--- src/rtl/tldr_pkg.sv ---
package tldr_pkg;

   localparam int REQ_W = 40;
   localparam int RSP_W = 8;
   localparam int DIV_STEPS = 12;

   localparam logic [1:0] OP_CLEAR = 2'd0;
   localparam logic [1:0] OP_DRAW  = 2'd1;
   localparam logic [1:0] OP_READ  = 2'd2;

   localparam logic REG_BRUSH_RADIUS = 1'b0;
   localparam logic [3:0] RADIUS_RESET = 4'd4;
   localparam logic [7:0] INK_FULL = 8'hFF;

   typedef struct packed {
      logic       start;
      logic [3:0] dividend_m;
      logic [3:0] divisor;
   } div_req_type;

   typedef struct packed {
      logic       done;
      logic [7:0] quot;
   } div_rsp_type;

endpackage

--- src/rtl/tldr_div.sv ---
module tldr_div import tldr_pkg::*; (
   input  logic        clock,
   input  logic        reset,
   input  div_req_type div_req,
   output div_rsp_type div_rsp
);

   logic        busy_ff, busy_in;
   logic        done_ff, done_in;
   logic [3:0]  cnt_ff, cnt_in;
   logic [11:0] num_ff, num_in;
   logic [4:0]  rem_ff, rem_in;
   logic [7:0]  quo_ff, quo_in;
   logic [5:0]  trial;
   logic        fits;

   // restoring division of m*255 by the radius, one quotient bit a cycle
   assign trial = {rem_ff, num_ff[11]};
   assign fits  = trial >= {2'b00, div_req.divisor};

   always_comb begin
      busy_in = busy_ff;
      done_in = 1'b0;
      cnt_in  = cnt_ff;
      num_in  = num_ff;
      rem_in  = rem_ff;
      quo_in  = quo_ff;
      if (busy_ff) begin
         num_in = {num_ff[10:0], 1'b0};
         rem_in = fits ? 5'(trial - {2'b00, div_req.divisor}) : trial[4:0];
         quo_in = {quo_ff[6:0], fits};
         cnt_in = cnt_ff + 4'd1;
         if (cnt_ff == 4'(DIV_STEPS - 1)) begin
            busy_in = 1'b0;
            done_in = 1'b1;
         end
      end else if (div_req.start) begin
         busy_in = 1'b1;
         cnt_in  = 4'd0;
         num_in  = {div_req.dividend_m, 8'd0} - {8'd0, div_req.dividend_m};
         rem_in  = 5'd0;
         quo_in  = 8'd0;
      end
   end

   always_ff @(posedge clock) begin
      if (reset) begin
         busy_ff <= 1'b0;
         done_ff <= 1'b0;
      end else begin
         busy_ff <= busy_in;
         done_ff <= done_in;
      end
      cnt_ff <= cnt_in;
      num_ff <= num_in;
      rem_ff <= rem_in;
      quo_ff <= quo_in;
   end

   assign div_rsp.done = done_ff;
   assign div_rsp.quot = quo_ff;

endmodule

--- config.mk ---
export PLATFORM = sky130hd
export DESIGN_NAME = tldr_div
export DESIGN_NICKNAME = d
export VERILOG_FILES = /design/src/rtl/tldr_pkg.sv /design/src/rtl/tldr_div.sv
export SDC_FILE = /design/constraint.sdc
export NUM_CORES = 1
export LEC_CHECK = 0
export BUFFER_PORTS_ARGS = -buffer_cell sky130_fd_sc_hd__buf_2
export CAP_MARGIN = 20
export CORE_MARGIN = 2
export CORE_UTILIZATION = 50
export DETAILED_ROUTE_END_ITERATION = 7
export HOLD_SLACK_MARGIN = 0.03
export PLACE_DENSITY = 0.69
export SLEW_MARGIN = 5
export SYNTH_ARGS = -nofsm -noshare
export SYNTH_HDL_FRONTEND = slang
export SYNTH_SLANG_ARGS = --single-unit
--- constraint.sdc ---
create_clock -name clock -period 2.2 [get_ports clock]
set_input_delay 0.44 -clock clock [delete_from_list [all_inputs] [get_ports clock]]
set_output_delay 0.44 -clock clock [all_outputs]
set_load 0.02 [all_outputs]
## After elaboration in Yosys (flattened, before gate mapping)

Cells that the tools add are included.
W data, S select, Z words.

| operators by class | value |
|---|---|
| add/subtract/negate cells | 3 |
| multipliers | 0 |
| div/mod/pow operators | 0 |
| $lt $le $gt $ge | 1 |
| eq/ne operators | 1 |
| shift-type cells | 0 |
| multiplexer cells | 13 |
| bitwise operators | 1 |
| reductions and logical operators | 2 |

Operators by type and width:

| kind | number |
|---|---|
| $mux W12 | 2 |
| $mux W8 | 2 |
| $mux W5 | 3 |
| $sub A12 B4 Y12 | 1 |
| $mux W4 | 2 |
| $ge A6 B4 Y1 | 1 |
| $sub A5 B4 Y5 | 1 |
| $add A4 B1 Y4 const B | 1 |
| $eq A4 B4 Y1 const B | 1 |
| $mux W1 | 4 |
| $reduce_bool A2 Y1 | 1 |
| $reduce_or A2 Y1 | 1 |
| $not A1 Y1 | 1 |

| storage, ports and cells | value |
|---|---|
| flip-flop bits (word level) | 31 |
| latch bits | 0 |
| memory bits (writable) | 0 |
| memory bits (read-only) | 0 |
| bits of input ports | 11 |
| output and inout port bits | 9 |
| logic and storage cells | 28 |
| memories | 0 |

## Longest topological paths before layout

| depth | value |
|---|---|
| word-level depth | 3 |
| depth in mapped cells | 8 |
| gate-level depth less buffers | 8 |

## Worst setup path before layout

OpenSTA, ideal clock, no wires.

| timing path | value |
|---|---|
| path type | input port to flip-flop |
| start | input port div_req[0] (netlist bit) |
| end | register rem_ff[4], data pin |
| library setup time | 0.140 ns |
| arrival | 1.647 ns |
| required time | 2.060 ns |
| setup slack | 0.413 ns |
| stages | 7 |
| cell sequence | ha_1 > inv_1 > fa_1 > nand3_1 > nand2_1 > or3_1 > a21oi_2 |

| between the ends | value |
|---|---|
| longest elaborated chain between the ends | 3 |

Ends and longest elaborated chain:

| item | line | RTL |
|---|---|---|
| start: declaration | tldr_div.sv:4 | `input div_req_type div_req,` |
| $sub A5 B4 Y5 / $ge A6 B4 Y1 (equally long branches) | tldr_div.sv:30, tldr_div.sv:19 |  |
| $mux W5 (*) | tldr_div.sv:30 | `rem_in = fits ? 5'(trial - {2'b00, div_req.divisor}) : trial[4:0];` |
| $mux W5 (*) | tldr_div.sv:28 | `if (busy_ff) begin` |
| end signal: assignment | tldr_div.sv:56 | `rem_ff <= rem_in;` |
| end: declaration | tldr_div.sv:12 | `logic [4:0] rem_ff, rem_in;` |

Mark *: on every way between the ends. The rest lies on a longest branch, timed or not.
A chain may end at the register's enable or synchronous reset.

## Final worst setup path

| timing path | value |
|---|---|
| start | register num_ff[11] |
| end | register rem_ff[4], data pin |

| between the ends | value |
|---|---|
| longest elaborated chain between the ends | 3 |

Ends and longest elaborated chain:

| item | line | RTL |
|---|---|---|
| start: declaration | tldr_div.sv:11 | `logic [11:0] num_ff, num_in;` |
| start signal: assignment | tldr_div.sv:55 | `num_ff <= num_in;` |
| $sub A5 B4 Y5 / $ge A6 B4 Y1 (equally long branches) | tldr_div.sv:30, tldr_div.sv:19 |  |
| $mux W5 (*) | tldr_div.sv:30 |  |
| $mux W5 (*) | tldr_div.sv:28 |  |

Marked as above.

==> results.py <==
metrics = {
    "timing": {
        "post-route-period-util": 0.884,
        "finalMaxSlewViolations": 0,
        "max_freq_ghz": 0.514,
        "rsz0062_at_grt": "no",
        "tightest_slew_ns": 0.389,
        "finalHoldViolations": 0,
        "setup_viol": 0,
        "period_needed_ns": 1.94,
        "finClkSkew_ns": 0.00741,
        "finalSetupTns_ns": 0,
        "slew_headroom": 0.741,
    },
    "place": {
        "dpl_cell_area_um2": 1670,
        "portBuffers": 19,
        "dp_hpwl_mm": 1.98,
        "routabilityCongestion": 0.905,
    },
    "drt": {
        "ant_nets": 0,
        "first_pass_iters": 4,
        "remaining_drc_errors": 0,
        "wl_per_cell_um": 13.6,
        "wl_mm": 2.66,
        "post_drt_via_cell_ratio": 5.43,
        "drt_iter0_markers": 32,
        "dr_total_vias": 1064,
    },
    "power_and_ir_drop": {
        "leakage_uw": 0.000729,
        "power_density_nw_per_um2": 777,
        "ir_drop_mv": 0.299,
    },
    "layout": {
        "stdcell_area_um2": 1720,
        "area_delta_synth_final_pct": 12.0,
        "final_nets": 181,
        "diodes": 0,
        "drive_above_1_share": 0.184,
    },
    "floorplanning": {
        "coreArea_um2": 2980,
        "die_area_um2": 3530,
        "die_w_um": 59.4,
        "ios": 20,
        "start_util": 0.516,
        "die_y_um": 59.4,
        "rows": 20,
    },
    "yosys": {
        "synthCells": 138,
        "yosysWarnings": 0,
        "syn_avg_cell_area_um2": 11.1,
        "syn-cell-area_um2": 1540,
        "synth_nets": 157,
        "yosys.cell_types.count": 30,
        "synth_seq_cells": 31,
        "yosysSeqAreaShare": 0.587,
    },
    "worst_setup_path": {
        "critPathMaxFanout": 5,
        "max_stage_delay_ns": 0.41,
        "critPathKind": "reg -> reg",
        "cpMaxStageDelayCell": "fa_1",
        "path_cells": "inv_1, ha_1, inv_1, fa_1, nand3_1, nand2_1, or3_1, a21oi_2",
        "crit_top_cell": "inv_1",
        "worst_setup_path_start_kind": "flop",
        "arrival_ns": 2.13,
        "required_ns": 2.39,
        "endpoint_kind": "flop",
    },
    "global_routing": {
        "grt_pass1_wl_mm": 4.59,
        "first_global_vias": 1029,
        "grt_overflow": 0,
        "antenna_found_initial": 0,
        "grt_max_degree": 25,
        "grt_usage": 0.183,
    },
    "clocking": {
        "cts_root_buf": "clkbuf_4",
        "insertion_delay_ns": 0.32,
        "cts_buffers": 5,
        "post_cts_buffers": 0,
        "holdBufCountCts": 0,
        "htreeDepth": 2,
        "post_cts_resized": 0,
        "clkTransAtPathRegs_ns": 0.09,
        "cts_tree": "done",
        "ctsLongestPathBuffers": 2,
        "clock_sinks": 31,
    },
    "min_path": {
        "hp-class": "in -> reg",
    },
    "outcome": {
        "outcome": "complete, no violations",
    },
    "job": {
        "max_cap_violations": 0,
    },
}
==> power by group <==
group	total [uW]	switching (uW)	internal, uW
clock	309	189	120
sequential	755	31.3	723
combinational	272	165	107
total	1340	386	950
==> sequential cells by signal, indices dropped and copies added, names as in the netlist <==
register	cells
cnt_ff	4
quo_ff	8
busy_ff	1
num_ff	12
done_ff	1
rem_ff	5
==> synth_stat cells (all sizes together) <==
cell     instances  area (um^2)
a211oi           2         15.0
a21o             2         15.0
a21oi            7         38.8
and2            11         71.3
buf              3         17.5
clkbuf           2         7.51
dfxtp            3         60.1
edfxtp          28          841
fa               1         20.0
ha               7         87.6
inv             10         37.5
mux2i            1         10.0
nand2           19         71.3
nand3            3         15.0
nand3b           1         7.51
nand4            1         6.26
nor2             8         30.0
nor2b            2         12.5
nor3             6         30.0
nor4             2         12.5
o21ai            9         45.0
o2bb2ai          1         8.76
o31ai            1         7.51
o41ai            1         8.76
or3              1         6.26
xnor2            4         35.0
xor2             2         17.5
==> path summary, 6_finish.rpt <==
check | start | end | slack [ns] | cells after the start
hold / removal | reset | done_ff | 0.29 | 2
setup reg to reg | num_ff[11] | rem_ff[4] | 0.26 | 8
hold reg to reg | num_ff[0] | num_ff[0] | 0.52 | 2
setup / recovery | num_ff[11] | rem_ff[4] | 0.26 | 8
==> per-layer routing <==
metal / track usage / part of all wire / vias to the layer above
met3: 0.0459 / 0.038 / 9
met1: 0.244 / 0.46 / 499
met2: 0.270 / 0.48 / 21
met5: 0 / 0 / -
met4: 0.107 / 0.027 / 0
li1: - / - / 535
==> placed cells by master (no fill, tap or decap), drive strengths merged, types with 2 or more instances in the layout <==
| cell type | netlist | final |
|---|---|---|
| a211oi | 2 | 2 |
| a21o | 2 | 2 |
| a21oi | 7 | 7 |
| and2 | 11 | 11 |
| buf | 3 | 22 |
| clkbuf | 2 | 6 |
| clkinv | 0 | 2 |
| dfxtp | 3 | 3 |
| edfxtp | 28 | 28 |
| ha | 7 | 7 |
| inv | 10 | 10 |
| nand2 | 19 | 19 |
| nand3 | 3 | 3 |
| nor2 | 8 | 8 |
| nor2b | 2 | 2 |
| nor3 | 6 | 6 |
| nor4 | 2 | 2 |
| o21ai | 9 | 9 |
| xnor2 | 4 | 4 |
| xor2 | 2 | 2 |
==> cell type report <==
type	instances	area, um^2
fill	254	1260
sequential	31	901
multi-input combinational	92	572
timing repair buffer	22	118
clock buffer	6	41.3
tap	33	41.3
inverter	10	37.5
clock inverter	2	8.76
==> kinds of logic after synthesis <==
family,synth area share
buf+inv,0.0408
flops,0.587
fa+ha+maj,0.0701
xor+xnor,0.0342
simple gates,0.171
compound gates,0.0905
mux,0.00652
==> worst max-delay path: cells and delay by family (launching register included) <==
kind / cells / cell delay (ns)
AO/OA/AOI/OAI: 1 / 0.11
adder cells (fa/ha/maj): 2 / 0.57
buffers and inverters: 2 / 0.13
flip-flops: 1 / 0.40
AND/OR/NAND/NOR: 3 / 0.59
==> stage by stage <==
step	power (uW)	util	worst slack (ns)	hold slack, ns	cells
after floorplan	954	-	0.413	0.460	138
after global placement	1020	0.561	0.284	0.483	188
after detailed placement	1040	0.561	0.202	0.504	188
after CTS	1340	0.577	0.259	0.282	196
after global routing	1420	0.577	0.146	0.270	196
final	1340	0.577	0.256	0.293	196
No activity file was read; power rests on OpenSTA's default activity.
